==> config.mk <==
export PLATFORM = sky130hd
export DESIGN_NAME = small_cpu_instruction_step
export DESIGN_NICKNAME = d
export VERILOG_FILES = /design/src/hw/rtl/smc_pkg.sv /design/src/hw/rtl/small_cpu_instruction_step.sv /design/src/hw/rtl/smc_mem.sv /design/src/hw/rtl/smc_div.sv
export SDC_FILE = /design/constraint.sdc
export NUM_CORES = 2
export LEC_CHECK = 0
export BUFFER_PORTS_ARGS = -buffer_cell sky130_fd_sc_hd__buf_2
export CAP_MARGIN = 20
export CORE_ASPECT_RATIO = 0.75
export CORE_MARGIN = 5
export CORE_UTILIZATION = 60
export DETAILED_ROUTE_END_ITERATION = 10
export GPL_TIMING_DRIVEN = 0
export MAX_ROUTING_LAYER = met4
export PLACE_DENSITY = 0.83
export SLEW_MARGIN = 30
export SYNTH_ARGS = -nofsm -noshare
export SYNTH_HDL_FRONTEND = slang
export SYNTH_SLANG_ARGS = --single-unit
==> constraint.sdc <==
create_clock -name i_clk -period 8.8 [get_ports i_clk]
set_clock_uncertainty 0.15 [all_clocks]
set_input_delay 0.88 -clock i_clk [delete_from_list [all_inputs] [get_ports i_clk]]
set_output_delay 0.88 -clock i_clk [all_outputs]
set_load 0.005 [all_outputs]
==> src/hw/rtl/smc_pkg.sv <==
// Shared types and constants for the small CPU step block.
package smc_pkg;

    typedef enum logic [1:0] {
        CMD_WRITE   = 2'd0,
        CMD_EXEC    = 2'd1,
        CMD_READ    = 2'd2,
        CMD_RESTART = 2'd3
    } t_cmd;

    typedef struct packed {
        logic [1:0] cmd;
        logic [7:0] address;
        logic [7:0] write_byte;
    } t_in_req;

    typedef struct packed {
        logic [15:0] program_counter;
        logic [15:0] r0;
        logic [15:0] r1;
        logic [15:0] r2;
        logic [15:0] r3;
        logic        flag_eq;
        logic        flag_lt;
        logic        flag_gt;
        logic        halted;
        logic [7:0]  read_byte;
    } t_out_rsp;

    typedef enum logic [3:0] {
        S_CLR,
        S_IDLE,
        S_RD,
        S_B0,
        S_B1,
        S_B2,
        S_EX2,
        S_EX3,
        S_LD1,
        S_LD2,
        S_ST,
        S_DIV,
        S_DONE
    } t_state;

    localparam logic [4:0] OP_HLT  = 5'd0;
    localparam logic [4:0] OP_NOP  = 5'd1;
    localparam logic [4:0] OP_LDR  = 5'd2;
    localparam logic [4:0] OP_STR  = 5'd3;
    localparam logic [4:0] OP_ADD  = 5'd4;
    localparam logic [4:0] OP_SUB  = 5'd5;
    localparam logic [4:0] OP_MUL  = 5'd6;
    localparam logic [4:0] OP_DIV  = 5'd7;
    localparam logic [4:0] OP_CMP  = 5'd8;
    localparam logic [4:0] OP_MOVR = 5'd9;
    localparam logic [4:0] OP_AND  = 5'd10;
    localparam logic [4:0] OP_OR   = 5'd11;
    localparam logic [4:0] OP_XOR  = 5'd12;
    localparam logic [4:0] OP_NOT  = 5'd13;
    localparam logic [4:0] OP_JEQ  = 5'd14;
    localparam logic [4:0] OP_JNE  = 5'd15;
    localparam logic [4:0] OP_JLT  = 5'd16;
    localparam logic [4:0] OP_JLE  = 5'd17;
    localparam logic [4:0] OP_JGT  = 5'd18;
    localparam logic [4:0] OP_JGE  = 5'd19;
    localparam logic [4:0] OP_JMP  = 5'd20;
    localparam logic [4:0] OP_LOAD = 5'd21;
    localparam logic [4:0] OP_STOR = 5'd22;
    localparam logic [4:0] OP_MOVI = 5'd23;
    localparam logic [4:0] OP_ADDI = 5'd24;
    localparam logic [4:0] OP_SUBI = 5'd25;
    localparam logic [4:0] OP_MULI = 5'd26;
    localparam logic [4:0] OP_DIVI = 5'd27;
    localparam logic [4:0] OP_SHL  = 5'd28;
    localparam logic [4:0] OP_SHR  = 5'd29;
    localparam logic [4:0] OP_RSVD = 5'd30;

endpackage

==> src/hw/rtl/small_cpu_instruction_step.sv <==
// Small byte-addressed CPU that runs one command per request.
//
// Input channel (i_in_valid / o_in_ready, i_in_req) takes one command:
// write a memory byte, execute one instruction, read a memory byte or
// restart. Output channel (o_out_valid / i_out_ready, o_out_rsp) returns
// exactly one response per request with pc, registers, flags, halt and
// the read byte. One request is in flight at a time.
// Instruction and data bytes pass one per cycle through the single memory
// port, and divides wait for the bit-serial divider. After reset all
// MEM_BYTES bytes of memory are cleared one per cycle, with o_in_ready
// low. A stalled response holds in the output register and no new
// request is taken until it has been delivered.
// MEM_BYTES must be a power of two; addresses wrap at the memory size.
module small_cpu_instruction_step
    import smc_pkg::*;
#(
    parameter int MEM_BYTES = 256
) (
    input  logic     i_clk,
    input  logic     i_rst_n,
    input  logic     i_in_valid,
    output logic     o_in_ready,
    input  t_in_req  i_in_req,
    output logic     o_out_valid,
    input  logic     i_out_ready,
    output t_out_rsp o_out_rsp
);

    localparam int AW = $clog2(MEM_BYTES);

    t_state      r_state, n_state;
    logic [15:0] r_pc, n_pc;
    logic [15:0] r_gpr [4];
    logic [15:0] n_gpr [4];
    logic [2:0]  r_flags, n_flags;
    logic        r_halt, n_halt;
    logic [7:0]  r_b0, n_b0;
    logic [7:0]  r_b1, n_b1;
    logic [7:0]  r_b2, n_b2;
    logic [7:0]  r_hi, n_hi;
    logic [7:0]  r_rd, n_rd;
    logic [AW-1:0] r_clr, n_clr;
    logic        r_ovalid, n_ovalid;
    t_out_rsp    r_out, n_out;

    logic          mem_we;
    logic [AW-1:0] mem_addr;
    logic [7:0]    mem_wdata;
    logic [7:0]    mem_rdata;

    logic        div_start;
    logic [15:0] div_num, div_den;
    logic        div_done;
    logic [15:0] div_quot;

    logic [4:0]  w_op;
    logic [1:0]  w_ia, w_ib;
    logic [15:0] w_ra, w_rb, w_k;
    logic [31:0] w_prod;
    logic        w_take;
    logic        w_accept;

    assign w_op     = r_b0[7:3];
    assign w_ia     = r_b0[2:1];
    assign w_ib     = {r_b0[0], r_b1[7]};
    assign w_k      = {r_b1, r_b2};
    assign w_ra     = r_gpr[w_ia];
    assign w_rb     = r_gpr[w_ib];
    assign w_accept = i_in_valid && o_in_ready;

    smc_mem #(.AW(AW)) u_mem (
        .i_clk   (i_clk),
        .i_we    (mem_we),
        .i_addr  (mem_addr),
        .i_wdata (mem_wdata),
        .o_rdata (mem_rdata)
    );

    smc_div u_div (
        .i_clk   (i_clk),
        .i_rst_n (i_rst_n),
        .i_start (div_start),
        .i_num   (div_num),
        .i_den   (div_den),
        .o_done  (div_done),
        .o_quot  (div_quot)
    );

    always_comb begin
        w_take = 1'b0;
        case (w_op)
            OP_JEQ:  w_take = r_flags[0];
            OP_JNE:  w_take = !r_flags[0];
            OP_JLT:  w_take = r_flags[1];
            OP_JLE:  w_take = r_flags[0] || r_flags[1];
            OP_JGT:  w_take = r_flags[2];
            OP_JGE:  w_take = r_flags[0] || r_flags[2];
            default: w_take = 1'b1;
        endcase
    end

    assign w_prod = w_ra * ((r_state == S_EX3) ? w_k : w_rb);

    always_comb begin
        n_state   = r_state;
        n_pc      = r_pc;
        n_gpr     = r_gpr;
        n_flags   = r_flags;
        n_halt    = r_halt;
        n_b0      = r_b0;
        n_b1      = r_b1;
        n_b2      = r_b2;
        n_hi      = r_hi;
        n_rd      = r_rd;
        n_clr     = r_clr;
        n_ovalid  = r_ovalid;
        n_out     = r_out;
        mem_we    = 1'b0;
        mem_addr  = r_pc[AW-1:0];
        mem_wdata = '0;
        div_start = 1'b0;
        div_num   = w_ra;
        div_den   = w_rb;

        if (r_ovalid && i_out_ready) begin
            n_ovalid = 1'b0;
        end

        case (r_state)
            S_CLR: begin
                mem_we   = 1'b1;
                mem_addr = r_clr;
                n_clr    = r_clr + 1'b1;
                if (&r_clr) begin
                    n_state = S_IDLE;
                end
            end
            S_IDLE: begin
                if (w_accept) begin
                    n_rd  = '0;
                    case (t_cmd'(i_in_req.cmd))
                        CMD_WRITE: begin
                            mem_we    = 1'b1;
                            mem_addr  = AW'(i_in_req.address);
                            mem_wdata = i_in_req.write_byte;
                            n_state   = S_DONE;
                        end
                        CMD_READ: begin
                            mem_addr = AW'(i_in_req.address);
                            n_state  = S_RD;
                        end
                        CMD_EXEC: begin
                            n_state = r_halt ? S_DONE : S_B0;
                        end
                        default: begin
                            n_pc    = '0;
                            n_halt  = 1'b0;
                            n_state = S_DONE;
                        end
                    endcase
                end
            end
            S_RD: begin
                n_rd    = mem_rdata;
                n_state = S_DONE;
            end
            S_B0: begin
                // opcode byte decides the length
                n_b0     = mem_rdata;
                mem_addr = AW'(r_pc[AW-1:0] + 1'b1);
                if (mem_rdata[7:3] == OP_HLT) begin
                    n_halt  = 1'b1;
                    n_state = S_DONE;
                end else if (mem_rdata[7:3] == OP_NOP) begin
                    n_pc    = r_pc + 16'd1;
                    n_state = S_DONE;
                end else if (mem_rdata[7:3] == OP_NOT) begin
                    n_gpr[mem_rdata[2:1]] = (r_gpr[mem_rdata[2:1]] == '0) ? 16'd1 : 16'd0;
                    n_pc    = r_pc + 16'd1;
                    n_state = S_DONE;
                end else if (mem_rdata[7:3] >= OP_RSVD) begin
                    n_state = S_DONE;
                end else begin
                    n_state = S_B1;
                end
            end
            S_B1: begin
                n_b1     = mem_rdata;
                mem_addr = AW'(r_pc[AW-1:0] + 2'd2);
                n_state  = (w_op <= OP_XOR) ? S_EX2 : S_B2;
            end
            S_B2: begin
                n_b2    = mem_rdata;
                n_state = S_EX3;
            end
            S_EX2: begin
                n_pc    = r_pc + 16'd2;
                n_state = S_DONE;
                case (w_op)
                    OP_LDR, OP_MOVR: n_gpr[w_ia] = w_rb;
                    OP_STR:          n_gpr[w_ib] = w_ra;
                    OP_ADD:          n_gpr[w_ia] = w_ra + w_rb;
                    OP_SUB:          n_gpr[w_ia] = w_ra - w_rb;
                    OP_MUL:          n_gpr[w_ia] = w_prod[15:0];
                    OP_DIV: begin
                        div_start = 1'b1;
                        n_pc      = r_pc;
                        n_state   = S_DIV;
                    end
                    OP_CMP: n_flags = {w_ra > w_rb, w_ra < w_rb, w_ra == w_rb};
                    OP_AND: n_gpr[w_ia] = w_ra & w_rb;
                    OP_OR:  n_gpr[w_ia] = w_ra | w_rb;
                    default: n_gpr[w_ia] = w_ra ^ w_rb;
                endcase
            end
            S_EX3: begin
                n_pc    = r_pc + 16'd3;
                n_state = S_DONE;
                div_den = w_k;
                if (w_op <= OP_JMP) begin
                    n_pc = w_take ? w_k : r_pc + 16'd3;
                end else begin
                    case (w_op)
                        OP_LOAD: begin
                            mem_addr = w_k[AW-1:0];
                            n_pc     = r_pc;
                            n_state  = S_LD1;
                        end
                        OP_STOR: begin
                            mem_we    = 1'b1;
                            mem_addr  = w_k[AW-1:0];
                            mem_wdata = w_ra[15:8];
                            n_pc      = r_pc;
                            n_state   = S_ST;
                        end
                        OP_MOVI: n_gpr[w_ia] = w_k;
                        OP_ADDI: n_gpr[w_ia] = w_ra + w_k;
                        OP_SUBI: n_gpr[w_ia] = w_ra - w_k;
                        OP_MULI: n_gpr[w_ia] = w_prod[15:0];
                        OP_DIVI: begin
                            div_start = 1'b1;
                            n_pc      = r_pc;
                            n_state   = S_DIV;
                        end
                        OP_SHL: n_gpr[w_ia] = (w_k >= 16'd16) ? '0 : (w_ra << w_k[3:0]);
                        default: n_gpr[w_ia] = (w_k >= 16'd16) ? '0 : (w_ra >> w_k[3:0]);
                    endcase
                end
            end
            S_LD1: begin
                n_hi     = mem_rdata;
                mem_addr = AW'(w_k[AW-1:0] + 1'b1);
                n_state  = S_LD2;
            end
            S_LD2: begin
                n_gpr[w_ia] = {r_hi, mem_rdata};
                n_pc        = r_pc + 16'd3;
                n_state     = S_DONE;
            end
            S_ST: begin
                mem_we    = 1'b1;
                mem_addr  = AW'(w_k[AW-1:0] + 1'b1);
                mem_wdata = w_ra[7:0];
                n_pc      = r_pc + 16'd3;
                n_state   = S_DONE;
            end
            S_DIV: begin
                if (div_done) begin
                    n_gpr[w_ia] = div_quot;
                    n_pc        = r_pc + ((w_op == OP_DIV) ? 16'd2 : 16'd3);
                    n_state     = S_DONE;
                end
            end
            S_DONE: begin
                n_out.program_counter = r_pc;
                n_out.r0              = r_gpr[0];
                n_out.r1              = r_gpr[1];
                n_out.r2              = r_gpr[2];
                n_out.r3              = r_gpr[3];
                n_out.flag_eq         = r_flags[0];
                n_out.flag_lt         = r_flags[1];
                n_out.flag_gt         = r_flags[2];
                n_out.halted          = r_halt;
                n_out.read_byte       = r_rd;
                n_ovalid              = 1'b1;
                n_state               = S_IDLE;
            end
            default: n_state = S_IDLE;
        endcase
    end

    always_ff @(posedge i_clk) begin
        if (!i_rst_n) begin
            r_state  <= S_CLR;
            r_clr    <= '0;
            r_pc     <= '0;
            r_gpr    <= '{default: '0};
            r_flags  <= '0;
            r_halt   <= 1'b0;
            r_ovalid <= 1'b0;
        end else begin
            r_state  <= n_state;
            r_clr    <= n_clr;
            r_pc     <= n_pc;
            r_gpr    <= n_gpr;
            r_flags  <= n_flags;
            r_halt   <= n_halt;
            r_ovalid <= n_ovalid;
        end
        r_b0  <= n_b0;
        r_b1  <= n_b1;
        r_b2  <= n_b2;
        r_hi  <= n_hi;
        r_rd  <= n_rd;
        r_out <= n_out;
    end

    assign o_in_ready  = (r_state == S_IDLE) && !r_ovalid;
    assign o_out_valid = r_ovalid;
    assign o_out_rsp   = r_out;

endmodule

==> src/hw/rtl/smc_mem.sv <==
// Single-port byte memory with registered read data.
module smc_mem
    import smc_pkg::*;
#(
    parameter int AW = 8
) (
    input  logic          i_clk,
    input  logic          i_we,
    input  logic [AW-1:0] i_addr,
    input  logic [7:0]    i_wdata,
    output logic [7:0]    o_rdata
);

    logic [7:0] r_mem [2**AW];
    logic [7:0] r_rdata;

    always_ff @(posedge i_clk) begin
        if (i_we) begin
            r_mem[i_addr] <= i_wdata;
        end else begin
            r_rdata <= r_mem[i_addr];
        end
    end

    assign o_rdata = r_rdata;

endmodule

==> src/hw/rtl/smc_div.sv <==
// Restoring 16-bit divider, one quotient bit per cycle.
module smc_div
    import smc_pkg::*;
(
    input  logic        i_clk,
    input  logic        i_rst_n,
    input  logic        i_start,
    input  logic [15:0] i_num,
    input  logic [15:0] i_den,
    output logic        o_done,
    output logic [15:0] o_quot
);

    logic        r_busy, n_busy;
    logic        r_done, n_done;
    logic [3:0]  r_cnt, n_cnt;
    logic [15:0] r_q, n_q;
    logic [15:0] r_rem, n_rem;
    logic [15:0] r_den, n_den;
    logic [16:0] w_trial;
    logic        w_fit;

    always_comb begin
        w_trial = {r_rem, r_q[15]};
        w_fit   = (w_trial >= {1'b0, r_den});
        n_busy  = r_busy;
        n_done  = 1'b0;
        n_cnt   = r_cnt;
        n_q     = r_q;
        n_rem   = r_rem;
        n_den   = r_den;
        if (i_start) begin
            n_busy = 1'b1;
            n_cnt  = 4'd15;
            n_q    = i_num;
            n_rem  = '0;
            n_den  = i_den;
        end else if (r_busy) begin
            // a zero divisor always fits, so the quotient comes out all ones
            n_rem = w_fit ? 16'(w_trial - {1'b0, r_den}) : w_trial[15:0];
            n_q   = {r_q[14:0], w_fit};
            n_cnt = r_cnt - 4'd1;
            if (r_cnt == 4'd0) begin
                n_busy = 1'b0;
                n_done = 1'b1;
            end
        end
    end

    always_ff @(posedge i_clk) begin
        if (!i_rst_n) begin
            r_busy <= 1'b0;
            r_done <= 1'b0;
            r_cnt  <= '0;
        end else begin
            r_busy <= n_busy;
            r_done <= n_done;
            r_cnt  <= n_cnt;
        end
        r_q   <= n_q;
        r_rem <= n_rem;
        r_den <= n_den;
    end

    assign o_done = r_done;
    assign o_quot = r_q;

endmodule

==> impl_metrics.toml, run 1 <==
[run_status]
status = "did not finish"
stop_stage = "global routing (5_1_grt)"
error = "[ERROR GRT-0116] Global routing finished with congestion. Check the congestion regions in the DRC Viewer."

[yosys]
async_reset_ff_share_pct = 0
synth_seq_cells = 2339
seq_area_frac_synth_pct = 62.3
syn_inst = 8287
yosysWarnings = 0
syn-cell-area_um2 = 111000
syn_area_per_cell_um2 = 13.4
yosys_most_used_dff = "edfxtp_1"
synth_cell_type_count = 98
synth_edf_count = 2220
syn_nets = 8552

[floorplanning]
die_x_um = 506
ios = 116
fp-row-count = 136
die_y_um = 382
start_util_pct = 60.4

[cts]
clkSinkCount = 2339
cts_buffers = 208
clk_path_buf_depth = 3
htreeDepth = 4
cts-root-buf = "clkbuf_16"

[global_route]
grt-ovfl-total = 595
grt_pass1_wl_um = 1010000
grt_max_degree = 75
grt_pass1_vias = 106000
grtUsageTotal_pct = 79.2

[place]
pre_cts_slack_ns = -1.37
port_buffers = 115
dp_hpwl_um = 478000
gp_congestion = 1.38
-- repair_timing --
action | CTS
setup endpoints to repair | 286
gates resized for setup | 50
pin swaps | 1
hold buffers | 0
setup buffers | 19
-- stage by stage --
step	std cells	TNS, ns	area (um2)	hold slack, ns	util [%]
after floorplan	8287	0	111000	0.250	-
after global placement	10800	-5906.82	114000	0.254	62.3
after detailed placement	11000	-23.53	118000	0.255	64.2
after CTS	11300	0	125000	0.161	68.1
-- layer usage --
metal,global-route usage (%),GRT overflow
met1,85.2,128
met2,86.8,188
met3,74.2,166
met4,57.2,113
met5,-,-
-- kinds of logic after synthesis --
group                      count (synthesis)  share of synthesized area, %
AOI/OAI and AO/OA                       1777                          10.3
xor gates and xnor gates                  86                         0.705
muxes                                    632                          11.0
adders and majority gates                243                          3.33
buffers and inverters                    826                          3.00
and+or+nand+nor                         2384                          9.31
DFF                                     2339                          62.3
-- Yosys cell counts (42+ instances only) --
library cell | instances | area (um2)
nor3_1 | 106 | 531
a311oi_1 | 46 | 403
a211oi_1 | 73 | 548
buf_1 | 55 | 206
edfxtp_1 | 2220 | 66700
buf_2 | 109 | 546
a31oi_1 | 117 | 732
nor2_1 | 728 | 2730
inv_1 | 242 | 908
and3_1 | 57 | 357
o21ai_0 | 403 | 2020
dfxtp_1 | 119 | 2380
a221oi_1 | 49 | 429
ha_1 | 157 | 1960
xnor2_1 | 63 | 552
nand2_1 | 1022 | 3840
o22ai_1 | 65 | 407
nand4_1 | 45 | 282
a21o_1 | 42 | 315
nand3_1 | 185 | 926
mux2i_1 | 148 | 1480
a22oi_1 | 69 | 518
clkbuf_1 | 399 | 1500
o211ai_1 | 45 | 338
a21oi_1 | 500 | 2500
fa_1 | 86 | 1720
mux4_2 | 466 | 10500
nor4_1 | 50 | 313
==> inputs of run 2 (changes only) <==
--- a/config.mk
+++ b/config.mk
@@ -7,13 +7,11 @@
 export LEC_CHECK = 0
 export BUFFER_PORTS_ARGS = -buffer_cell sky130_fd_sc_hd__buf_2
 export CAP_MARGIN = 20
-export CORE_ASPECT_RATIO = 0.75
 export CORE_MARGIN = 5
-export CORE_UTILIZATION = 60
+export CORE_UTILIZATION = 40
 export DETAILED_ROUTE_END_ITERATION = 10
 export GPL_TIMING_DRIVEN = 0
-export MAX_ROUTING_LAYER = met4
-export PLACE_DENSITY = 0.83
+export PLACE_DENSITY_LB_ADDON = 0.15
 export SLEW_MARGIN = 30
 export SYNTH_ARGS = -nofsm -noshare
 export SYNTH_HDL_FRONTEND = slang
==> impl_metrics.toml, run 2 <==
[cts]
clk_path_buf_depth = 4
cts_buffers = 266
clkTransAtPathRegs_ns = 0.06
clkSinkCount = 2339
clk_latency_ns = 0.94
htreeDepth = 5
cts_tree = "built"
cts-root-buf = "clkbuf_16"
hold_buffers = 0

[layout]
instances_no_fill = 12900
layout_commonest_cell = "edfxtp_1"
drive_above_1_share_pct = 21.1
largest_reg_flops = 2048
mostFrequentLayoutCells = "2,220 x edfxtp_1, 1,013 x nand2_1, 610 x nor2_1"
fin_nets = 9180
regMostFlops = "u_mem.r_mem"
finish.utilization_pct = 47.5
area_growth_pct = 18.2

[run_status]
status = "finished, violations left"
violations = "setup timing"

[routing]
routed_wl_um = 697000
first_pass_iters = 8
drc = 0
ant_nets = 0
drtIter0Drc = 16300
wl_per_cell_um = 53.9
vias_per_cell = 7.08
vias = 91500

[worst_hold_path]
hold_path_class = "input port to flop"

[yosys]
synth_seq_cells = 2339
synth_commonest_cells = "2,220 x edfxtp_1, 1,022 x nand2_1, 728 x nor2_1"
syn_area_per_cell_um2 = 13.4
yosys_most_used_dff = "edfxtp_1"
async_reset_ff_share_pct = 0
syn_inst = 8287
syn_nets = 8552
yosysMostFrequentCell = "edfxtp_1"
synth_cell_type_count = 98
synth.area.top_cells = "edfxtp_1 60%, mux4_2 9.5%, nand2_1 3.5%"
yosysWarnings = 0
syn-cell-area_um2 = 111000
netlist.area_leader.share_pct = 60.2
synth_edf_count = 2220
yosysTopAreaCell = "edfxtp_1"
seq_area_frac_synth_pct = 62.3

[setup_path]
critPathKind = "flop to flop"
crit_slowest_cell = "o41ai_1"
required_ns = 9.07
path_cells = "buf_2 > buf_2 > nand2b_1 > nor2_1 > o21ai_0 > a41o_1 > buf_6 > buf_6 > buf_4 > buf_2 > buf_2 > mux4_2 > o21ai_0 > a31oi_1 > o41ai_1 > nand4b_1"
cp_slowest_stage_delay_ns = 1.14
arrival_ns = 9.44
start_kind = "flop"
cpMostUsedCell = "buf_2"
crit_path_end_kind = "flop"
critical_path.max_fanout = 10

[place]
gp_congestion = 1.16
port_buffers = 115
dp_hpwl_um = 516000
dp_cells = 12300

[global_route]
grt_pass1_vias = 84000
grt-ovfl-total = 0
grt_max_degree = 65
antenna_found_initial = 95
grt_pass1_wl_um = 885000
grtUsageTotal_pct = 47.6

[power_and_ir_drop]
total_power_mw = 25.0
ir_worst_vdd_v = 0.000203
leakage_nw = 39.5
p_per_area_nw_per_um2 = 191

[sta]
finalMaxSlewViolations = 0
worst_pin_slew_ns = 1.24
fin_crit_sh_pct = 104
finalWorstSetupSlack_ns = -0.365
slew_headroom_pct = 17.3
fmax_mhz = 109
final-setup-viol-count = 221
final_hold_viol_count = 0
hold_slack_ns = 0.129
period_needed_ns = 9.17

[floorplanning]
ios = 116
fp.coreArea_um2 = 276000
dieArea_um2 = 288000
start_util_pct = 40.1
fp-row-count = 193
die_x_um = 536
die_y_um = 536

[run]
drv_cap = 0
-- run 2: routing by layer --
metal | part of all wire (%) | GRT usage (%)
met1 | 32 | 52.8
met2 | 42 | 68.6
met3 | 12 | 17.3
met4 | 13 | 49.6
met5 | 0.029 | 0.483
-- run 2: path summary, 6_finish.rpt --
kind | startpoint | endpoint | slack (ns) | cells after the start
max | r_state[2]$_SDFFE_PN0P_ | u_mem.o_rdata[1]$_DFFE_PN_ | -0.37 | 16
min | i_out_ready | o_out_valid$_SDFFE_PN0P_ | 0.13 | 4
min reg2reg | r_rd[4]$_SDFFCE_PN0P_ | o_out_rsp[4]$_DFFE_PP_ | 0.27 | 0
max reg2reg | r_state[2]$_SDFFE_PN0P_ | u_mem.o_rdata[1]$_DFFE_PN_ | -0.37 | 16
-- run 2: cells by family (layout without fill, tap and decap cells) --
family          after synthesis  count (layout)  share of synthesized area [%]
compound gates             1777            1777                           10.3
simple gates               2384            2384                           9.31
fa+ha+maj                   243             243                           3.33
flops                      2339            2339                           62.3
xor+xnor                     86              86                          0.705
mux                         632             632                           11.0
other cells                   0             111                              0
buf+inv                     826            1650                           3.00
-- run 2: area by class of cell --
type / instances / area (um2)
Clock buffer: 320 / 6920
Antenna cell: 111 / 278
Multi-Input combinational cell: 5122 / 39700
Inverter: 247 / 960
Tap cell: 3705 / 4640
Buffer: 575 / 2870
Fill cell: 24400 / 145000
Timing Repair Buffer: 364 / 4990
Clock inverter: 144 / 1570
Sequential cell: 2339 / 69100
-- run 2: timing repair --
action	in CTS	in global routing
endpoints found under the setup margin	598	459
setup buffers	12	21
gates resized for setup	79	46
pin swaps	7	8
-- run 2: worst max-delay path, delay by kind of cell, from the launching register on --
family,cells,cell delay (ns)
AOI/OAI and AO/OA,5,3.33
buffers and inverters,7,3.06
DFF,1,0.40
muxes,1,0.66
and+or+nand+nor,3,0.95
-- run 2: through the flow --
stage / worst slack (ns) / setup TNS, ns / instance area [um2]
after floorplan: 1.22 / 0 / 111000
after global placement: -4.78 / - / 116000
after detailed placement: -2.10 / -314.78 / 121000
after CTS: 0.00356 / 0 / 130000
after global routing: -0.0286 / -0.0286 / 131000
final: -0.365 / -15.52 / 131000
-- run 2: power by group --
group	switching [mW]	leakage, nW	internal (mW)
Sequential	0.0137	16.7	12.0
Combinational	1.27	18.7	0.413
Clock	4.95	4.12	6.29
Total	6.23	39.5	18.7
No activity file was read; power rests on OpenSTA's default activity.
